[src/rtl/gaps_pkg.sv]
package gaps_pkg;

   localparam int MAX_SIDE_DEF   = 32;
   localparam int COST_WIDTH_DEF = 16;
   localparam int SIZE_W         = 6;
   localparam int SIZE_RESET     = 20;
   localparam int STEP_STRAIGHT  = 10;
   localparam int STEP_DIAG      = 14;
   localparam int HEUR_SCALE     = 10;
   localparam int IN_CRD_W       = 5;
   localparam int OUT_COST_W     = 16;
   localparam int REQ_DATA_W     = 24;
   localparam int RSP_DATA_W     = 16;
   localparam int CSR_ADDR_W     = 1;

   typedef enum logic [CSR_ADDR_W-1:0] {
      REG_GRID_ROWS = 1'b0,
      REG_GRID_COLS = 1'b1
   } reg_index_type;

   typedef enum logic {
      REQ_WRITE  = 1'b0,
      REQ_SEARCH = 1'b1
   } req_kind_type;

   typedef enum logic [1:0] {
      RES_WRITE_DONE = 2'd0,
      RES_FOUND      = 2'd1,
      RES_NO_PATH    = 2'd2
   } result_type;

   typedef enum logic [4:0] {
      S_RST_CLR, S_IDLE, S_LOAD, S_WRMAP, S_CLEAR, S_INIT, S_GOAL_CHK,
      S_NB_START, S_NB_RD1, S_NB_RD2, S_NB_RD3, S_NB_EVAL, S_NB_NEXT,
      S_CLOSE, S_SCAN_L, S_SCAN_E, S_SCAN_C, S_MV_INIT, S_MV_CHK, S_MV_RD,
      S_MV_WR, S_POP, S_POP_WT, S_FIN_WR, S_FIN_OK, S_FIN_NONE
   } state_type;

   typedef struct packed {
      logic       clr_step;
      logic       clr_blk;
      logic       wr_map;
      logic       init_start;
      logic       nb_first;
      logic       rd1;
      logic       rd2;
      logic       rd3;
      logic       eval;
      logic       nb_next;
      logic       close_cur;
      logic       scan_init;
      logic       scan_l;
      logic       scan_e;
      logic       scan_c;
      logic       mv_init;
      logic       mv_rd;
      logic       mv_wr;
      logic       pop;
      logic       pop_wt;
      logic       out_load;
      result_type out_code;
   } cmd_type;

   typedef struct packed {
      logic is_search;
      logic off_grid;
      logic clr_last;
      logic at_goal;
      logic nb_ok;
      logic nb_last;
      logic open_empty;
      logic scan_last;
      logic mv_end;
      logic out_free;
   } stat_type;

endpackage

[src/rtl/gaps_ctrl.sv]
module gaps_ctrl (
   input  logic               clock,
   input  logic               reset,
   input  logic               req_tvalid,
   output logic               req_tready,
   input  gaps_pkg::stat_type stat,
   output gaps_pkg::cmd_type  cmd
);

   gaps_pkg::state_type state_ff, state_in;

   always_ff @(posedge clock) begin
      if (reset) begin
         state_ff <= gaps_pkg::S_RST_CLR;
      end else begin
         state_ff <= state_in;
      end
   end

   always_comb begin
      state_in   = state_ff;
      cmd        = '0;
      req_tready = 1'b0;
      case (state_ff)
         gaps_pkg::S_RST_CLR: begin
            cmd.clr_step = 1'b1;
            cmd.clr_blk  = 1'b1;
            if (stat.clr_last) state_in = gaps_pkg::S_IDLE;
         end
         gaps_pkg::S_IDLE: begin
            req_tready = 1'b1;
            if (req_tvalid) state_in = gaps_pkg::S_LOAD;
         end
         gaps_pkg::S_LOAD: begin
            if (!stat.is_search) state_in = gaps_pkg::S_WRMAP;
            else if (stat.off_grid) state_in = gaps_pkg::S_FIN_NONE;
            else state_in = gaps_pkg::S_CLEAR;
         end
         gaps_pkg::S_WRMAP: begin
            cmd.wr_map = 1'b1;
            state_in   = gaps_pkg::S_FIN_WR;
         end
         gaps_pkg::S_CLEAR: begin
            cmd.clr_step = 1'b1;
            if (stat.clr_last) state_in = gaps_pkg::S_INIT;
         end
         gaps_pkg::S_INIT: begin
            cmd.init_start = 1'b1;
            state_in       = gaps_pkg::S_GOAL_CHK;
         end
         gaps_pkg::S_GOAL_CHK: begin
            if (stat.at_goal) begin
               state_in = gaps_pkg::S_FIN_OK;
            end else begin
               cmd.nb_first = 1'b1;
               state_in     = gaps_pkg::S_NB_START;
            end
         end
         gaps_pkg::S_NB_START: begin
            state_in = stat.nb_ok ? gaps_pkg::S_NB_RD1 : gaps_pkg::S_NB_NEXT;
         end
         gaps_pkg::S_NB_RD1: begin
            cmd.rd1  = 1'b1;
            state_in = gaps_pkg::S_NB_RD2;
         end
         gaps_pkg::S_NB_RD2: begin
            cmd.rd2  = 1'b1;
            state_in = gaps_pkg::S_NB_RD3;
         end
         gaps_pkg::S_NB_RD3: begin
            cmd.rd3  = 1'b1;
            state_in = gaps_pkg::S_NB_EVAL;
         end
         gaps_pkg::S_NB_EVAL: begin
            cmd.eval = 1'b1;
            state_in = gaps_pkg::S_NB_NEXT;
         end
         gaps_pkg::S_NB_NEXT: begin
            if (stat.nb_last) begin
               state_in = gaps_pkg::S_CLOSE;
            end else begin
               cmd.nb_next = 1'b1;
               state_in    = gaps_pkg::S_NB_START;
            end
         end
         gaps_pkg::S_CLOSE: begin
            cmd.close_cur = 1'b1;
            if (stat.open_empty) begin
               state_in = gaps_pkg::S_FIN_NONE;
            end else begin
               cmd.scan_init = 1'b1;
               state_in      = gaps_pkg::S_SCAN_L;
            end
         end
         gaps_pkg::S_SCAN_L: begin
            cmd.scan_l = 1'b1;
            state_in   = gaps_pkg::S_SCAN_E;
         end
         gaps_pkg::S_SCAN_E: begin
            cmd.scan_e = 1'b1;
            state_in   = gaps_pkg::S_SCAN_C;
         end
         gaps_pkg::S_SCAN_C: begin
            cmd.scan_c = 1'b1;
            state_in   = stat.scan_last ? gaps_pkg::S_MV_INIT : gaps_pkg::S_SCAN_L;
         end
         gaps_pkg::S_MV_INIT: begin
            cmd.mv_init = 1'b1;
            state_in    = gaps_pkg::S_MV_CHK;
         end
         gaps_pkg::S_MV_CHK: begin
            state_in = stat.mv_end ? gaps_pkg::S_POP : gaps_pkg::S_MV_RD;
         end
         gaps_pkg::S_MV_RD: begin
            cmd.mv_rd = 1'b1;
            state_in  = gaps_pkg::S_MV_WR;
         end
         gaps_pkg::S_MV_WR: begin
            cmd.mv_wr = 1'b1;
            state_in  = gaps_pkg::S_MV_CHK;
         end
         gaps_pkg::S_POP: begin
            cmd.pop  = 1'b1;
            state_in = gaps_pkg::S_POP_WT;
         end
         gaps_pkg::S_POP_WT: begin
            cmd.pop_wt = 1'b1;
            state_in   = gaps_pkg::S_GOAL_CHK;
         end
         gaps_pkg::S_FIN_WR: begin
            cmd.out_code = gaps_pkg::RES_WRITE_DONE;
            if (stat.out_free) begin
               cmd.out_load = 1'b1;
               state_in     = gaps_pkg::S_IDLE;
            end
         end
         gaps_pkg::S_FIN_OK: begin
            cmd.out_code = gaps_pkg::RES_FOUND;
            if (stat.out_free) begin
               cmd.out_load = 1'b1;
               state_in     = gaps_pkg::S_IDLE;
            end
         end
         gaps_pkg::S_FIN_NONE: begin
            cmd.out_code = gaps_pkg::RES_NO_PATH;
            if (stat.out_free) begin
               cmd.out_load = 1'b1;
               state_in     = gaps_pkg::S_IDLE;
            end
         end
         default: begin
            state_in = gaps_pkg::S_IDLE;
         end
      endcase
   end

endmodule

[config.mk]
export PLATFORM = sky130hd
export DESIGN_NAME = gaps_ctrl
export DESIGN_NICKNAME = d
export VERILOG_FILES = /design/src/rtl/gaps_pkg.sv /design/src/rtl/gaps_ctrl.sv
export SDC_FILE = /design/constraint.sdc
export NUM_CORES = 1
export LEC_CHECK = 0
export ABC_CLOCK_PERIOD_IN_PS = 3520
export BUFFER_PORTS_ARGS = -buffer_cell sky130_fd_sc_hd__buf_4
export CELL_PAD_IN_SITES_DETAIL_PLACEMENT = 2
export CELL_PAD_IN_SITES_GLOBAL_PLACEMENT = 2
export CORE_UTILIZATION = 26
export DETAILED_ROUTE_END_ITERATION = 7
export PLACE_DENSITY_LB_ADDON = 0.1
export SLEW_MARGIN = 10
export SYNTH_ARGS = -nofsm -noshare
export SYNTH_HDL_FRONTEND = slang
export SYNTH_SLANG_ARGS = --single-unit
[constraint.sdc]
create_clock -name clock -period 3.52 [get_ports clock]
set_clock_uncertainty 0.2 [all_clocks]
set_input_delay 0.352 -clock clock [delete_from_list [all_inputs] [get_ports clock]]
set_output_delay 0.352 -clock clock [all_outputs]
set_load 0.1 [all_outputs]
==> flow_summary.yaml <==
setup_path:
  cp.arrival_ns: 2.06
  critical_path.max_fanout: 26
  critPathLaunchType: "flop"
  r2r_start: "state_ff[3]"
  rr_worst_depth: 5
  required_ns: 2.97
  crit_type: "reg -> out"
  critPathSlowestCell: "dfxtp_1"
  max_stage_delay_ns: 0.90
  crit_path_end_kind: "output port"
  timing.rr.end: "state_ff[1]"
  rrSetupSlack_ns: 1.19
  crit_path_cell_trace: "nand2b_1, nor4_2, buf_4"
synth:
  synth.most_common_cell: "nor3_1"
  synth.avg_cell_area_um2: 7.01
  synthTopCellsByArea: "dfxtp_1 (12%), nor3_1 (9.9%), nor2_1 (7.0%), nand2b_1 (4.4%), buf_2 (3.5%)"
  synth_common_cells: "nor3_1 (17), nor2_1 (16), nand2_1 (7), buf_2 (6), nand2b_1 (6)"
  ys.warnings.count: 0
  synth-seq-area-share: 0.116
  yosys.area.top_type: "dfxtp_1"
  synth_cell_types: 46
  synth-seq-cells: 5
  syn_nets: 136
  synth_ff_type: "dfxtp_1"
  async_reset_ff_frac: 0
  postSynthCellCount: 123
  synth_edf_count: 0
  netlist.area_leader.share: 0.116
  syn_area_um2: 862
clock_network:
  root_buffer: "clkbuf_4"
  cts_tree: "built"
  post-cts-setup-buffer-count: 0
  cts_buffer_depth: 2
  cts-hold-fix-buffers: 0
  cts_resized: 0
  clock-sinks: 5
  cts_buffers: 3
  worstSkewPairLatency_ns: 0.24
  htreeDepth: 1
  path_clk_slew_ns: 0.05
hold_path:
  hold-path-cell-count: 2
  min-delay-start: "reset"
  worstHoldEndpoint: "state_ff[0]"
  hold_path.class: "in -> reg"
floorplan:
  dieArea_mm2: 0.00355
  die_y_um: 59.6
  pin_count: 37
  start_util: 0.278
  std_cell_rows: 20
  core_mm2: 0.00310
  die-width_um: 59.6
timing:
  tightest_slew_ns: 0.893
  finalMaxSlewViolations: 0
  tns_ns: 0
  min_period_over_period: 0.743
  finalCriticalPeriod_ns: 2.62
  rsz0062_at_grt: "false"
  setup_viol_count_final: 0
  relSlewSlack: 0.404
  fmax_ghz: 0.382
  finalHoldViolCount: 0
route:
  wirelength_um: 3250
  drc: 0
  highest_layer: "met4"
  wl_per_cell_um: 16.5
  dr_wl_met3_um: 132
  ant_nets: 0
  drtIter0Drc: 23
  via_per_inst: 5.28
  first_pass_iters: 4
  wl_met2_um: 1520
  wl_met1_um: 1560
  vias: 1040
run_status:
  status: "complete, no violations"
finish:
  drive_gt1_frac: 0.359
  largest_register_ff_count: 5
  area_growth_pct: 34.8
  final_area_mm2: 0.00116
  largest_registers: "state_ff: 5 flops"
  top_register: "state_ff"
  nNetsFinal: 167
  num_antenna_cells: 0
place:
  dp_hpwl_um: 2370
  gp_congestion: 0.830
  placed_cell_area_mm2: 0.00114
  port_buffers: 36
global_routing:
  grt_util_all_layers: 0.192
  grt_pass1_wl_um: 5140
  antenna_found_initial: 0
  grt_pass1_vias: 1038
  grt_max_degree: 27
  grt_overflow_total: 0
power_and_ir_drop:
  peakVddDrop_mv: 0.221
  power_leakage_uw: 0.000449
  powerDensity_mw_per_mm2: 661
job:
  drv_cap: 0
through the flow:
step | total power, uW | hold WS, ns | utilization | setup slack, ns | instances
4_1_cts | 775 | 0.0842 | 0.375 | 0.898 | 197
3_5_place_dp | 703 | 0.346 | 0.366 | 1.16 | 193
5_1_grt | 814 | 0.0801 | 0.375 | 0.757 | 197
3_3_place_gp | 695 | 0.343 | 0.366 | 1.22 | 193
2_1_floorplan | 587 | 0.217 | - | 0.0825 | 123
6_report | 768 | 0.0923 | 0.375 | 0.904 | 197
worst max-delay path by stage:
| stage | depth (start not counted) | to | slack, ns | startpoint |
|---|---|---|---|---|
| 2_1_floorplan | 3 | cmd[18] | 0.08 | state_ff[4] |
| 3_3_place_gp | 6 | state_ff[1] | 1.22 | state_ff[2] |
| 6_report | 3 | cmd[13] | 0.90 | state_ff[3] |
| 3_5_place_dp | 3 | cmd[13] | 1.16 | state_ff[3] |
| 5_1_grt | 3 | cmd[13] | 0.76 | state_ff[3] |
| 4_1_cts | 3 | cmd[13] | 0.90 | state_ff[3] |
report_power, final:
part,total [uW],internal (uW),leakage [uW],switching [uW]
combinational,568,160,0.000393,408
clock,68.4,43.0,0.0000150,25.4
sequential,132,68.6,0.0000407,63.5
kinds of logic after synthesis:
logic type,synth area share
and+or+nand+nor,0.435
AOI/OAI and AO/OA,0.305
buffers and inverters,0.120
DFF,0.116
muxes,0.0116
adders and majority gates,0.0116
cells in the final DEF, fill, tap and decap left out, types with 3 or more instances in the layout:
| cell | netlist | final |
|---|---|---|
| nor2_1 | 16 | 16 |
| a21oi_1 | 5 | 5 |
| nand2b_1 | 6 | 6 |
| o21ai_0 | 3 | 3 |
| nand2_1 | 7 | 7 |
| buf_4 | 3 | 38 |
| inv_1 | 4 | 4 |
| nor3_1 | 17 | 17 |
| o211ai_1 | 3 | 3 |
| dfxtp_1 | 5 | 5 |
| clkbuf_4 | 0 | 3 |
| nor2b_1 | 3 | 3 |
metal layers:
layer  up-vias  GRT usage
met5         -          0
met4         0     0.0399
met3         4     0.0371
met2        30      0.311
met1       491      0.264
li1        515          -
critical path: cells and delay by family (launching register included):
kind | cells | cell delay, ns
simple gates | 2 | 0.57
flops | 1 | 0.90
buf+inv | 1 | 0.35
final cells by class:
type / instances / area, um2
Tap cell: 44 / 55.1
Multi-Input combinational cell: 100 / 671
Timing Repair Buffer: 38 / 285
Inverter: 6 / 25.0
Clock buffer: 4 / 26.3
Sequential cell: 5 / 100
Fill cell: 404 / 1940
Note: power is estimated with default switching activity, not from simulation.
